## src/hw/rtl/rle_pkg.sv

```systemverilog
`timescale 1ns / 1ps
// ----------------------------------------------------------------------------
// rle_pkg
// Types and constants shared by the run-length image to display stream block.
// ----------------------------------------------------------------------------
package rle_pkg;

    typedef enum logic [1:0] {
        KIND_CMD    = 2'd0,
        KIND_PARAM  = 2'd1,
        KIND_PIXELS = 2'd2
    } t_item_kind;

    // Position of a word inside the output burst caused by one run.
    typedef enum logic [3:0] {
        SLOT_COL_CMD = 4'd0,
        SLOT_XS_HI   = 4'd1,
        SLOT_XS_LO   = 4'd2,
        SLOT_XE_HI   = 4'd3,
        SLOT_XE_LO   = 4'd4,
        SLOT_ROW_CMD = 4'd5,
        SLOT_YS_HI   = 4'd6,
        SLOT_YS_LO   = 4'd7,
        SLOT_YE_HI   = 4'd8,
        SLOT_YE_LO   = 4'd9,
        SLOT_MEM_CMD = 4'd10,
        SLOT_PIXELS  = 4'd11
    } t_slot;

    typedef enum logic [3:0] {
        REG_X_ORIGIN     = 4'd0,
        REG_Y_ORIGIN     = 4'd1,
        REG_IMAGE_WIDTH  = 4'd2,
        REG_IMAGE_HEIGHT = 4'd3
    } t_reg_index;

    localparam logic [7:0]  CMD_COLUMN_SET   = 8'h2A;
    localparam logic [7:0]  CMD_ROW_SET      = 8'h2B;
    localparam logic [7:0]  CMD_MEMORY_WRITE = 8'h2C;
    localparam logic [7:0]  BYTE_MASK        = 8'hFF;

    localparam logic [15:0] RST_X_ORIGIN     = 16'd0;
    localparam logic [15:0] RST_Y_ORIGIN     = 16'd0;
    localparam logic [15:0] RST_IMAGE_WIDTH  = 16'd70;
    localparam logic [15:0] RST_IMAGE_HEIGHT = 16'd70;

    typedef struct packed {
        logic [7:0]  run_length;
        logic [15:0] run_color;
    } t_run_in;

    typedef struct packed {
        t_item_kind  item_kind;
        logic [7:0]  bus_byte;
        logic [15:0] pixel_color;
        logic [7:0]  pixel_count;
        logic        image_done;
        logic        last;
    } t_lcd_out;

    // One accepted run together with the window it opens, if any.
    typedef struct packed {
        logic [7:0]  run_length;
        logic [15:0] run_color;
        logic        image_done;
        logic [15:0] x_start;
        logic [15:0] x_end;
        logic [15:0] y_cur;
    } t_run_job;

endpackage

```

## src/hw/rtl/rle_item_fmt.sv

```systemverilog
`timescale 1ns / 1ps
// ----------------------------------------------------------------------------
// rle_item_fmt
// Builds the output word for one position of a run's burst.
// ----------------------------------------------------------------------------
module rle_item_fmt (
    input  rle_pkg::t_run_job i_job,
    input  rle_pkg::t_slot    i_slot,
    output rle_pkg::t_lcd_out o_item
);
    import rle_pkg::*;

    always_comb begin
        o_item             = '0;
        o_item.item_kind   = KIND_PARAM;
        case (i_slot)
            SLOT_COL_CMD: begin
                o_item.item_kind = KIND_CMD;
                o_item.bus_byte  = CMD_COLUMN_SET;
            end
            SLOT_XS_HI: o_item.bus_byte = i_job.x_start[15:8];
            SLOT_XS_LO: o_item.bus_byte = i_job.x_start[7:0] & BYTE_MASK;
            SLOT_XE_HI: o_item.bus_byte = i_job.x_end[15:8];
            SLOT_XE_LO: o_item.bus_byte = i_job.x_end[7:0] & BYTE_MASK;
            SLOT_ROW_CMD: begin
                o_item.item_kind = KIND_CMD;
                o_item.bus_byte  = CMD_ROW_SET;
            end
            SLOT_YS_HI: o_item.bus_byte = i_job.y_cur[15:8];
            SLOT_YS_LO: o_item.bus_byte = i_job.y_cur[7:0] & BYTE_MASK;
            SLOT_YE_HI: o_item.bus_byte = i_job.y_cur[15:8];
            SLOT_YE_LO: o_item.bus_byte = i_job.y_cur[7:0] & BYTE_MASK;
            SLOT_MEM_CMD: begin
                o_item.item_kind = KIND_CMD;
                o_item.bus_byte  = CMD_MEMORY_WRITE;
            end
            SLOT_PIXELS: begin
                o_item.item_kind   = KIND_PIXELS;
                o_item.pixel_color = i_job.run_color;
                o_item.pixel_count = i_job.run_length;
                o_item.image_done  = i_job.image_done;
                o_item.last        = 1'b1;
            end
            default: begin
                o_item.item_kind = KIND_CMD;
            end
        endcase
    end

endmodule

```

## src/hw/rtl/rle_image_to_lcd_stream_unit.sv

```systemverilog
`timescale 1ns / 1ps
// ----------------------------------------------------------------------------
// rle_image_to_lcd_stream_unit
// Turns run-length image runs into a display-controller word stream.
// ----------------------------------------------------------------------------
// Usage: runs enter on the input channel (valid/ready), one word each, as a
// repeat count and a color. Words leave on the output channel: a run that
// starts a row is preceded by eleven address-window words (column set, start
// and end column, row set, the row twice, memory write); every run then
// gives one pixel-run word, which carries last and, for the run that closes
// the final row, image_done.
// Each accepted run waits in the job register; its words leave through the
// single output register at one word per cycle while the receiver keeps
// ready high. A mid-row run gives one word, a row-opening run twelve.
// A new run is accepted in the cycle its predecessor's last word is loaded,
// so runs flow back to back while the receiver keeps ready high.
// When the receiver stalls, the output word holds and one accepted run waits
// in the job register; input ready drops until that run can move on.
// Reset clears the row counters and loads the register defaults (origin 0,
// 70 by 70 pixels). Configuration writes are always taken and should be
// issued only while no run is in flight.
// ----------------------------------------------------------------------------
module rle_image_to_lcd_stream_unit (
    input  logic              i_clk,
    input  logic              i_rst_n,
    input  logic              i_in_valid,
    output logic              o_in_ready,
    input  rle_pkg::t_run_in  i_in_data,
    output logic              o_out_valid,
    input  logic              i_out_ready,
    output rle_pkg::t_lcd_out o_out_data,
    input  logic              i_cfg_valid,
    output logic              o_cfg_ready,
    input  logic [3:0]        i_cfg_index,
    input  logic [15:0]       i_cfg_data
);
    import rle_pkg::*;

    logic [15:0] r_x_origin, r_y_origin, r_image_width, r_image_height;
    logic [15:0] r_row_index, n_row_index;
    logic [16:0] r_pixels_in_row, n_pixels_in_row;
    logic        r_row_open, n_row_open;

    logic        r_job_valid;
    t_run_job    r_job, n_job;
    t_slot       r_slot, n_slot;

    logic        r_out_valid;
    t_lcd_out    r_out_data;
    t_lcd_out    fmt_item;

    logic        out_load, job_emit, job_finish, in_accept;
    logic [16:0] pix_sum;
    logic [16:0] next_row;
    logic        row_close;

    assign o_cfg_ready = 1'b1;
    assign out_load    = !r_out_valid || i_out_ready;
    assign job_emit    = r_job_valid && out_load;
    assign job_finish  = job_emit && (r_slot == SLOT_PIXELS);
    assign o_in_ready  = !r_job_valid || job_finish;
    assign in_accept   = i_in_valid && o_in_ready;

    // Row bookkeeping is settled at accept time; the job register then only
    // carries what the burst needs.
    always_comb begin
        pix_sum         = r_pixels_in_row + {9'd0, i_in_data.run_length};
        row_close       = pix_sum >= {1'b0, r_image_width};
        next_row        = {1'b0, r_row_index} + 17'd1;
        n_row_index     = r_row_index;
        n_pixels_in_row = pix_sum;
        n_row_open      = 1'b1;
        n_job.run_length = i_in_data.run_length;
        n_job.run_color  = i_in_data.run_color;
        n_job.image_done = 1'b0;
        n_job.x_start    = r_x_origin;
        n_job.x_end      = r_x_origin + r_image_width - 16'd1;
        n_job.y_cur      = r_y_origin + r_row_index;
        n_slot           = r_row_open ? SLOT_PIXELS : SLOT_COL_CMD;
        if (row_close) begin
            n_row_open      = 1'b0;
            n_pixels_in_row = '0;
            if (next_row >= {1'b0, r_image_height}) begin
                n_job.image_done = 1'b1;
                n_row_index      = '0;
            end else begin
                n_row_index = next_row[15:0];
            end
        end
    end

    always_ff @(posedge i_clk) begin
        if (!i_rst_n) begin
            r_x_origin     <= RST_X_ORIGIN;
            r_y_origin     <= RST_Y_ORIGIN;
            r_image_width  <= RST_IMAGE_WIDTH;
            r_image_height <= RST_IMAGE_HEIGHT;
        end else if (i_cfg_valid) begin
            case (i_cfg_index)
                REG_X_ORIGIN:     r_x_origin     <= i_cfg_data;
                REG_Y_ORIGIN:     r_y_origin     <= i_cfg_data;
                REG_IMAGE_WIDTH:  r_image_width  <= i_cfg_data;
                REG_IMAGE_HEIGHT: r_image_height <= i_cfg_data;
                default: ;
            endcase
        end
    end

    always_ff @(posedge i_clk) begin
        if (!i_rst_n) begin
            r_row_index     <= '0;
            r_pixels_in_row <= '0;
            r_row_open      <= 1'b0;
            r_job_valid     <= 1'b0;
            r_slot          <= SLOT_COL_CMD;
            r_out_valid     <= 1'b0;
        end else begin
            if (in_accept) begin
                r_row_index     <= n_row_index;
                r_pixels_in_row <= n_pixels_in_row;
                r_row_open      <= n_row_open;
                r_job_valid     <= 1'b1;
                r_slot          <= n_slot;
            end else if (job_finish) begin
                r_job_valid <= 1'b0;
            end else if (job_emit) begin
                r_slot <= t_slot'(r_slot + 4'd1);
            end
            if (out_load) begin
                r_out_valid <= r_job_valid;
            end
        end
    end

    always_ff @(posedge i_clk) begin
        if (in_accept) begin
            r_job <= n_job;
        end
        if (job_emit) begin
            r_out_data <= fmt_item;
        end
    end

    rle_item_fmt u_fmt (
        .i_job  (r_job),
        .i_slot (r_slot),
        .o_item (fmt_item)
    );

    assign o_out_valid = r_out_valid;
    assign o_out_data  = r_out_data;

endmodule

```

## config.mk

```make
export PLATFORM = sky130hd
export DESIGN_NAME = rle_image_to_lcd_stream_unit
export DESIGN_NICKNAME = d
export VERILOG_FILES = /design/src/hw/rtl/rle_pkg.sv /design/src/hw/rtl/rle_item_fmt.sv /design/src/hw/rtl/rle_image_to_lcd_stream_unit.sv
export SDC_FILE = /design/constraint.sdc
export NUM_CORES = 1
export LEC_CHECK = 0
export BUFFER_PORTS_ARGS = -buffer_cell sky130_fd_sc_hd__buf_4
export CORE_AREA = 2 2 144 146
export CTS_BUF_LIST = sky130_fd_sc_hd__clkbuf_4 sky130_fd_sc_hd__clkbuf_8 sky130_fd_sc_hd__clkbuf_16
export DETAILED_ROUTE_END_ITERATION = 8
export DIE_AREA = 0 0 146 148
export PLACE_DENSITY = 0.76
export SYNTH_ARGS = -nofsm -noshare
export SYNTH_HDL_FRONTEND = slang
export SYNTH_SLANG_ARGS = --single-unit
```

## constraint.sdc

```tcl
create_clock -name i_clk -period 4.65 [get_ports i_clk]
set_input_delay 0.93 -clock i_clk [delete_from_list [all_inputs] [get_ports i_clk]]
set_output_delay 0.93 -clock i_clk [all_outputs]
set_load 0.01 [all_outputs]
```

-- Yosys cells after proc, flatten, opt, wreduce, memory -nomap -nowiden
Index checks and enable logic that the tools add are counted.
- multiplexer cells: 13
- reduce and logical (&&, ||, !) cells: 20
- equality and inequality tests: 15
- $lt $le $gt $ge: 2
- $add $sub $neg: 6
- operator list (kind ; count):
    8-bit one-hot mux with 9 select lines ; 1
    17-bit by 16-bit >= comparator with 1-bit output ; 2
    16-bit adder ; 2
    16-bit by 1-bit adder with 17-bit output (second input constant) ; 1
    17-bit by 8-bit adder with 17-bit output ; 1
    17-bit two-way mux ; 1
    4-bit by 2-bit == test with 1-bit output (second input constant) ; 4
    4-bit by 3-bit == test with 1-bit output (second input constant) ; 4
    4-bit == test (second input constant) ; 4
    16-bit two-way mux ; 1
    4-bit two-way mux ; 4
    16-bit by 1-bit subtractor with 16-bit output (second input constant) ; 1
    2-bit AND reduction ; 6
    4-bit by 1-bit == test with 1-bit output (second input constant) ; 2
    4-bit logical NOT ; 2
    8-bit OR reduction ; 1
    1-bit two-way mux ; 5
    4-bit by 1-bit adder with 4-bit output (second input constant) ; 1
    2-bit one-hot mux with 2 select lines ; 1
    2-bit nonzero test ; 2
    2-bit OR reduction ; 2
    1-bit logical AND ; 3
    1-bit logical NOT ; 2
    1-bit logical OR ; 2
    2-bit by 1-bit != test with 1-bit output (second input constant) ; 1
- register bits: 213
- word-level logic and storage cells: 78

-- Depth between registers and ports, before layout
Gate-level depths: netlist of the first run.
- depth in word-level cells: 8
- depth in mapped cells: 20

-- Cells and area by module
Synthesis of the first run repeated with hierarchy kept, for this count alone.
- cell total of the unflattened synthesis: 1125
- area total of the unflattened synthesis: 11160.7 µm²
- modules (own cells, without submodules) (module ; cells each ; times used ; area an instance (µm²) ; sequential area each (µm²)):
    rle_image_to_lcd_stream_unit ; 1005 ; 1 ; 10354.9 ; 5355.1
    rle_item_fmt ; 120 ; 1 ; 805.8 ; 0.0

-- Least setup slack after synthesis of the first run
Ideal clock, no wire load.
- kind: input port to flip-flop
- from: input port i_in_data[16] in the netlist's numbering
- to: register r_pixels_in_row[11]
- required time: 4.581 ns
- library setup time: 0.069 ns
- buffers on the path: 0
- arrival time: 4.508 ns
- stages: 19
- setup slack: 0.073 ns
- path through: ha_1 inv_1 fa_1 and2b_1 o2111ai_1 nand3_1 nand2_1 nor2_1 nand4_1 xnor2_1 ha_1 a21o_1 a21oi_1 nand2_1 or4_4 a211oi_4 nand3_1 or3_1 o21ai_1
- longest elaborated chain between the ends: 3
- RTL lines (item ; line ; source):
    start, declared ; rle_image_to_lcd_stream_unit.sv:28 ; input rle_pkg::t_run_in i_in_data,
    17-bit by 8-bit adder with 17-bit output (*) ; rle_image_to_lcd_stream_unit.sv:67 ; pix_sum = r_pixels_in_row + {9'd0, i_in_data.run_length};
    17-bit by 16-bit >= comparator with 1-bit output ; rle_image_to_lcd_stream_unit.sv:68 ; row_close = pix_sum >= {1'b0, r_image_width};
    17-bit two-way mux (*) ; rle_image_to_lcd_stream_unit.sv:80 ; if (row_close) begin
    end signal, assigned ; rle_image_to_lcd_stream_unit.sv:120 ; r_pixels_in_row <= n_pixels_in_row;
    end, declared ; rle_image_to_lcd_stream_unit.sv:41 ; logic [16:0] r_pixels_in_row, n_pixels_in_row;
Every way passes the cells marked *; elsewhere a longest branch is shown, timed or not.
A chain may end at the register's enable or synchronous reset.

-- Final worst setup path of the first run
- from: input port i_in_data[16] in the netlist's numbering
- to: register r_pixels_in_row[5]
The elaborated chain is that of the path after synthesis.

==> results by group, run 1 <==
Die
  • Die Span Y: 148 um
  • Die Area: 0.02161 mm^2
  • Core area: 0.02004 mm^2
  • Die X: 146 um
  • Io pins: 88
  • Row count: 52
  • Initial Utilization: 0.5445

Global route
  • Vias in the first global route: 7,899
  • Global-route wire length before repair: 40,800 um
  • Largest net degree at the start of global routing: 77
  • Gr ovfl total: 0
  • Initial antenna violation count: 0
  • Total track usage: 0.2351

Worst setup path
  • Worst r2r path cells: 20
  • Startpoint types: input pin
  • Worst EP required: 5110 ps
  • Worst R2R End: r_pixels_in_row[5]
  • Crit Path Category: in2reg
  • Critical Path Start: i_in_data[16]
  • Worst EP arrival: 4850 ps
  • Critical R2R Launch: r_pixels_in_row[0]
  • Register-to-register setup slack: 400 ps
  • Endpoint type of the worst setup path: flop
  • CP Max Fanout: 6
  • Worst setup endpoint: r_pixels_in_row[5]

Power
  • Clk pwr share: 0.389
  • Internal power: 3.488 mW
  • Logic pwr share: 0.154
  • Seq pwr share: 0.457
  • Lkg Pwr: 5.212 nW
  • Final Total Pwr: 4.718 mW
  • Pwr/cell area: 370.9 mW/mm^2
  • Peak supply drop: 0.0002547 V
  • Switch share: 0.2606
  • Net Switching: 1.230 mW

Outcome
  • Status: finished clean

Flow run
  • Max_cap viols: 0

Drt
  • Total number of vias: 8,461
  • Starting DRT DRC Count: 706
  • Routed vias/inst: 5.570
  • DR WL/cell: 16.99 um
  • DRC errors left: 0
  • Antenna Nets Post-Route: 0
  • Final WL: 25,800 um
  • Initial DRT Pass Iterations: 6

Synth
  • Synth Net Count: 1,281
  • Sequential cell area fraction in the yosys report: 0.4908
  • Ys Warns: 0
  • Share of the synthesized area in the top cell type: 0.3000
  • #FFs+latches synth: 213
  • Post-synth cell types: 63
  • Post-Synthesis Cells: 1,140
  • Top cell type by total area after synthesis: edfxtp_1
  • Ranking of synthesized cells by area: edfxtp_1, dfxtp_1, ha_1, nand2_1, a21oi_1
  • Synth async-reset ratio: 0
  • Avg Inst Size Synth: 9.572 um^2
  • EDFF count, synth: 109
  • Post-Syn Area: 0.01091 mm^2
  • Synth Flop Type: edfxtp_1

CTS
  • Clock root buffer: clkbuf_16
  • Worst skew pair latency: 520 ps
  • CTS hold repair buffers: 0
  • CTS max path bufs: 3
  • Clk slew on worst S/H paths: 60 ps
  • CTS tree: built
  • TritonCTS Sinks: 213
  • Clock H-tree levels: 1
  • CTS Buf Count: 23

Timing
  • Crit path time final: 4399 ps
  • Hold Worst Slack: 453.6 ps
  • Clk_skew: 15.61 ps
  • Slew margin rel.: 0.3500
  • Final setup violation count: 0
  • RSZ-0062 raised after global routing: yes
  • Measured slew at the worst slew-check pin: 971.5 ps
  • Setup Total Neg Slack: 0 ps
  • Final Cycle Share: 0.9461
  • Fin. max-slew vios: 0
  • Final Hold Vio Count: 0
  • Fmax: 0.2273 GHz

Final layout
  • Layout cells sized above 1: 0.1337
  • Commonest non-fill, non-tap cells in the layout: nand2_1, a21oi_1, buf_4, edfxtp_1, inv_1
  • Ant. Diodes: 0
  • Commonest non-fill, non-tap cell in the layout: nand2_1
  • Fin util: 0.6349
  • Synth-to-layout area growth: 16.59%
  • Final Cell Area: 0.01272 mm^2
  • Final nets: 1,373

Min path
  • Worst hold path type: reg2reg

Placed design
  • Dpl cell area: 0.01193 mm^2
  • Routability Congestion: 0.8936
  • IO Port Bufs: 86
  • Hpwl dp: 18,470 um
timing repair:
action	in CTS	in global routing
setup buffers	0	1
endpoints found under the setup margin	0	5
resized for setup	0	1
synth_stat cells, types with 3 or more instances:
cell,instances
a211oi_1,7
and3_1,32
nor2b_1,9
nor3b_1,3
xor2_1,11
fa_1,3
a22o_1,19
or3_1,10
nor3_1,18
inv_1,109
and2_1,6
or2_2,5
edfxtp_1,109
nand3_1,29
ha_1,89
a22oi_1,10
nand4_1,10
o21a_1,9
clkbuf_1,37
a21oi_1,111
o31ai_1,3
dfxtp_1,104
nand2_1,184
xnor2_1,46
o211ai_1,9
o21ai_1,7
a32oi_1,3
o22ai_1,8
o21ai_0,23
a31oi_1,8
nor2_1,53
a21o_1,14
cells by family (layout without fill, tap and decap cells):
group           Yosys count  count (layout)  synth area share
flops                   213             213            0.4908
buf+inv                 153             262           0.05424
xor+xnor                 57              57           0.04575
other cells               1               1         0.0003437
compound gates          252             252            0.1453
fa+ha+maj                92              92            0.1076
mux                       2               2          0.001835
simple gates            370             370            0.1542
final cells by class:
class	instances	area [um^2]
Clock buffer	32	715.7
Clock inverter	10	66.31
Fill cell	1671	7317
Inverter	109	409.1
Multi-Input combinational cell	774	4980
Sequential cell	213	5355
Tap cell	270	337.8
Timing Repair Buffer	111	858.3
power groups by stage:
stage / clock (mW) / sequential [mW] / combinational (mW)
CTS: 1.85 / 2.15 / 0.713
floorplan: 0 / 2.17 / 0.453
global route: 1.92 / 2.17 / 0.800
global placement: 0 / 2.19 / 0.688
finish: 1.83 / 2.16 / 0.727
detailed placement: 0 / 2.19 / 0.705
sequential cells by signal, summed over array words and instances, names as in the netlist:
register	cells
r_y_origin	16
r_pixels_in_row	17
o_out_data	36
r_row_open	1
r_slot	4
r_job_valid	1
r_image_height	16
r_image_width	16
r_job	73
o_out_valid	1
r_x_origin	16
r_row_index	16
worst max-delay path, stage by stage:
cell and delay (ps):
buf_4 80, ha_1 150, inv_1 50, fa_1 370, and2b_1 220, o2111ai_1 160, nand3_1 150, nand2_1 80
nor2_1 130, nand4_1 160, xnor2_2 230, ha_1 270, a21o_1 160, a21oi_1 160, nand2_1 70, or4_4 430
a211oi_4 240, buf_4 160, and3_1 300, buf_4 190, a22o_1 150
per-layer routing:
layer | up-vias | global-route usage | wire, um
li1 | 4176 | - | -
met1 | 3978 | 0.3256 | 11450
met2 | 253 | 0.3882 | 11980
met3 | 54 | 0.02716 | 1565
met4 | 0 | 0.07864 | 804
met5 | - | 0 | 0
per-stage QoR:
step	setup WS, ps	std cells
2_1_floorplan	72.70	1140
3_3_place_gp	-137.4	1476
3_5_place_dp	-227.0	1476
4_1_cts	263.7	1518
5_1_grt	-4.380	1519
6_report	250.5	1519
how the worst min path moves through the flow:
stage,start,endpoint,slack (ps),cells after the start
after floorplan,r_pixels_in_row[16],r_pixels_in_row[16],420,2
after global placement,r_row_open,r_row_open,440,2
after detailed placement,r_row_open,r_row_open,450,2
after CTS,r_row_open,r_row_open,450,2
after global routing,r_image_width[13],r_image_width[13],470,2
final,r_image_height[10],r_image_height[10],450,2
No activity file was read; power rests on OpenSTA's default activity.
==> run 2, diff against run 1 <==
CORE_AREA = 2 2 159 161   (was 2 2 144 146)
DIE_AREA = 0 0 161 163   (was 0 0 146 148)
PLACE_DENSITY = default   (was 0.76)
clock period = 3.55 ns   (was 4.65 ns; I/O delays follow)
==> results by group, run 2 (synthesis gave the netlist of run 1 again) <==
Outcome
  • Status: finished, violations left (was finished clean)
  • Failing checks: negative setup slack

Global route
  • Initial antenna violation count: 0 (unchanged)
  • Largest net degree at the start of global routing: 57 (was 77)
  • Gr ovfl total: 0 (unchanged)
  • Total track usage: 0.2091 (was 0.2351)
  • Global-route wire length before repair: 43,280 um (was 40,800 um)
  • Vias in the first global route: 8,019 (was 7,899)

Drt
  • Antenna Nets Post-Route: 0 (unchanged)
  • DR WL/cell: 16.85 um (was 16.99 um)
  • Total number of vias: 8,464 (was 8,461)
  • Initial DRT Pass Iterations: 7 (was 6)
  • Starting DRT DRC Count: 650 (was 706)
  • Routed vias/inst: 5.209 (was 5.570)
  • DRC errors left: 0 (unchanged)
  • Final WL: 27,390 um (was 25,800 um)

Worst setup path
  • Slowest cell on crit path: or4_4 (unchanged)
  • Crit Path Category: reg2reg (was in2reg)
  • Worst EP arrival: 4320 ps (was 4850 ps)
  • CP Max Fanout: 4 (was 6)
  • Startpoint types: flop (was input pin)
  • Max incr delay on CP: 420 ps (was 430 ps)
  • Register-to-register setup slack: -390 ps (was 400 ps)
  • CP most frequent cell: buf_6 (was buf_4)
  • Critical R2R Launch: r_pixels_in_row[0] (unchanged)
  • Worst EP required: 3930 ps (was 5110 ps)
  • Worst R2R End: r_row_index[3] (was r_pixels_in_row[5])
  • Critical Path Start: r_pixels_in_row[0] (was i_in_data[16])
  • Worst path cell trace: ha_4 > inv_2 > fa_2 > and2b_1 > o2111ai_2 > nand3_2 > nand2_2 > nor2_2 > nand4_1 > xnor2_2 > ha_1 > a21o_1 > a21oi_2 > nand2_1 > or4_4 > a211oi_4 > buf_6 > buf_6 > nor3b_2 > a22oi_1 > a31oi_1 (was buf_4 > ha_1 > inv_1 > fa_1 > and2b_1 > o2111ai_1 > nand3_1 > nand2_1 > nor2_1 > nand4_1 > xnor2_2 > ha_1 > a21o_1 > a21oi_1 > nand2_1 > or4_4 > a211oi_4 > buf_4 > and3_1 > buf_4 > a22o_1)
  • Endpoint type of the worst setup path: flop (unchanged)
  • Worst r2r path cells: 21 (was 20)

Power
  • Logic pwr share: 0.184 (was 0.154)
  • Clk pwr share: 0.378 (was 0.389)
  • Internal power: 4.749 mW (was 3.488 mW)
  • Seq pwr share: 0.438 (was 0.457)
  • Lkg Pwr: 5.500 nW (was 5.212 nW)
  • Peak supply drop: 0.0003465 V (was 0.0002547 V)
  • Pwr/cell area: 480.5 mW/mm^2 (was 370.9 mW/mm^2)
  • Switch share: 0.2590 (was 0.2606)
  • Net Switching: 1.659 mW (was 1.230 mW)

CTS
  • Clock H-tree levels: 1 (unchanged)
  • Worst skew pair latency: 520 ps (about the same)
  • CTS hold repair buffers: 0 (unchanged)
  • Clock root buffer: clkbuf_16 (unchanged)
  • Clk slew on worst S/H paths: 60 ps (about the same)
  • CTS max path bufs: 3 (unchanged)
  • CTS Buf Count: 23 (unchanged)
  • TritonCTS Sinks: 213 (unchanged)
  • CTS tree: built (unchanged)

Placed design
  • Dpl cell area: 0.01232 mm^2 (was 0.01193 mm^2)
  • Routability Congestion: 0.8444 (was 0.8936)
  • Hpwl dp: 19,870 um (was 18,470 um)
  • IO Port Bufs: 86 (unchanged)
  • DP Worst Slack: -951.3 ps (was -227.0 ps)

Final layout
  • Max reg flops: 73 (unchanged)
  • Final nets: 1,419 (was 1,373)
  • Final Cell Area: 0.01334 mm^2 (was 0.01272 mm^2)
  • Largest Register: r_job (unchanged)
  • Commonest non-fill, non-tap cell in the layout: nand2_1 (unchanged)
  • Fin util: 0.5405 (was 0.6349)
  • Layout cells sized above 1: 0.1892 (was 0.1337)
  • Commonest non-fill, non-tap cells in the layout: nand2_1, buf_4, edfxtp_1 (was nand2_1, a21oi_1, buf_4, edfxtp_1, inv_1)
  • Ant. Diodes: 0 (unchanged)
  • Synth-to-layout area growth: 22.22% (was 16.59%)

Timing
  • Clk_skew: 15.10 ps (was 15.61 ps)
  • Slew margin rel.: 0.3323 (was 0.3500)
  • RSZ-0062 raised after global routing: yes (unchanged)
  • Fin. max-slew vios: 0 (unchanged)
  • Final Hold Vio Count: 0 (unchanged)
  • Measured slew at the worst slew-check pin: 997.8 ps (was 971.5 ps)
  • Fin worst setup slack: -394.8 ps (was 250.5 ps)
  • Final Cycle Share: 1.111
  • Final setup violation count: 34 (was 0)
  • Fmax: 0.2535 GHz
  • Crit path time final: 3945 ps
  • Setup Total Neg Slack: -11,420 ps (was 0 ps)

Die
  • Die Span Y: 163 um (was 148 um)
  • Initial Utilization: 0.4422 (was 0.5445)
  • Die X: 161 um (was 146 um)
  • Die Area: 0.02624 mm^2 (was 0.02161 mm^2)
  • Io pins: 88 (unchanged)
  • Core area: 0.02467 mm^2 (was 0.02004 mm^2)
  • Row count: 58 (was 52)

Min path
  • Hold Path Sink: r_job[52] (was r_image_height[10])
  • Min-Delay Startpoint: i_in_data[3] (was r_image_height[10])
  • Hold Crit Depth: 1 (was 2)
  • Worst hold path type: in2reg (was reg2reg)

Flow run
  • Max_cap viols: 0 (unchanged)
run 2: changes by cell type in the layout (fill, tap and decap cells not counted), moves of 5 or more:
cell and delta:
buf_4 +39, a21oi_1 -11, a21oi_2 +11, buf_6 +6
clkbuf_4 +6, nand3_1 -5
run 2: worst max-delay path, delay by kind of cell (launching register included):
family | cells | cell delay, ps
XOR/XNOR | 1 | 180
AND/OR/NAND/NOR | 8 | 1150
AO/OA/AOI/OAI | 6 | 1040
buffers and inverters | 3 | 280
adder cells (fa/ha/maj) | 3 | 760
flip-flops | 1 | 350
run 2: area by class of cell:
| cell class | count | area (um^2) |
|---|---|---|
| Sequential cell | 213 | 5356 |
| Fill cell | 2231 | 11340 |
| Timing Repair Buffer | 157 | 1246 |
| Multi-Input combinational cell | 774 | 5144 |
| Tap cell | 330 | 412.9 |
| Clock buffer | 33 | 669.4 |
| Inverter | 109 | 409.1 |
| Clock inverter | 9 | 98.84 |
run 2: worst max path at each step:
stage | to | slack, ps | cells past startpoint
final | r_row_index[3] | -390 | 21
after global routing | r_row_index[2] | -580 | 21
after global placement | r_row_index[11] | -880 | 22
after floorplan | r_pixels_in_row[11] | -720 | 19
after CTS | r_pixels_in_row[14] | -440 | 21
after detailed placement | r_row_index[11] | -950 | 22
run 2: what timing repair did:
action                     CTS  global route
buffers inserted             9             2
gates resized for setup     22            13
setup endpoints to repair   34            34
gates cloned                 1             0
pin swaps                   15            10
run 2: routing by layer:
| metal | GRT usage | wire, um | vias up |
|---|---|---|---|
| li1 | - | - | 4259 |
| met1 | 0.3033 | 13150 | 3939 |
| met2 | 0.3314 | 12220 | 226 |
| met3 | 0.02648 | 1400 | 40 |
| met4 | 0.05601 | 618 | 0 |
| met5 | 0 | 0 | - |
run 2: power groups by stage:
stage / Combinational (mW) / Clock [mW] / Sequential [mW]
3_5_place_dp: 1.04 / 0 / 2.86
6_report: 1.18 / 2.42 / 2.80
5_1_grt: 1.29 / 2.58 / 2.82
3_3_place_gp: 1.03 / 0 / 2.85
2_1_floorplan: 0.605 / 0 / 2.85
4_1_cts: 1.17 / 2.48 / 2.80
run 2: stage by stage:
| step | power [mW] | instances | hold WS, ps |
|---|---|---|---|
| floorplan | 3.455 | 1140 | 424.5 |
| global placement | 3.881 | 1572 | 439.8 |
| detailed placement | 3.898 | 1572 | 444.4 |
| CTS | 6.450 | 1624 | 352.8 |
| global route | 6.688 | 1625 | 348.6 |
| finish | 6.408 | 1625 | 365.3 |
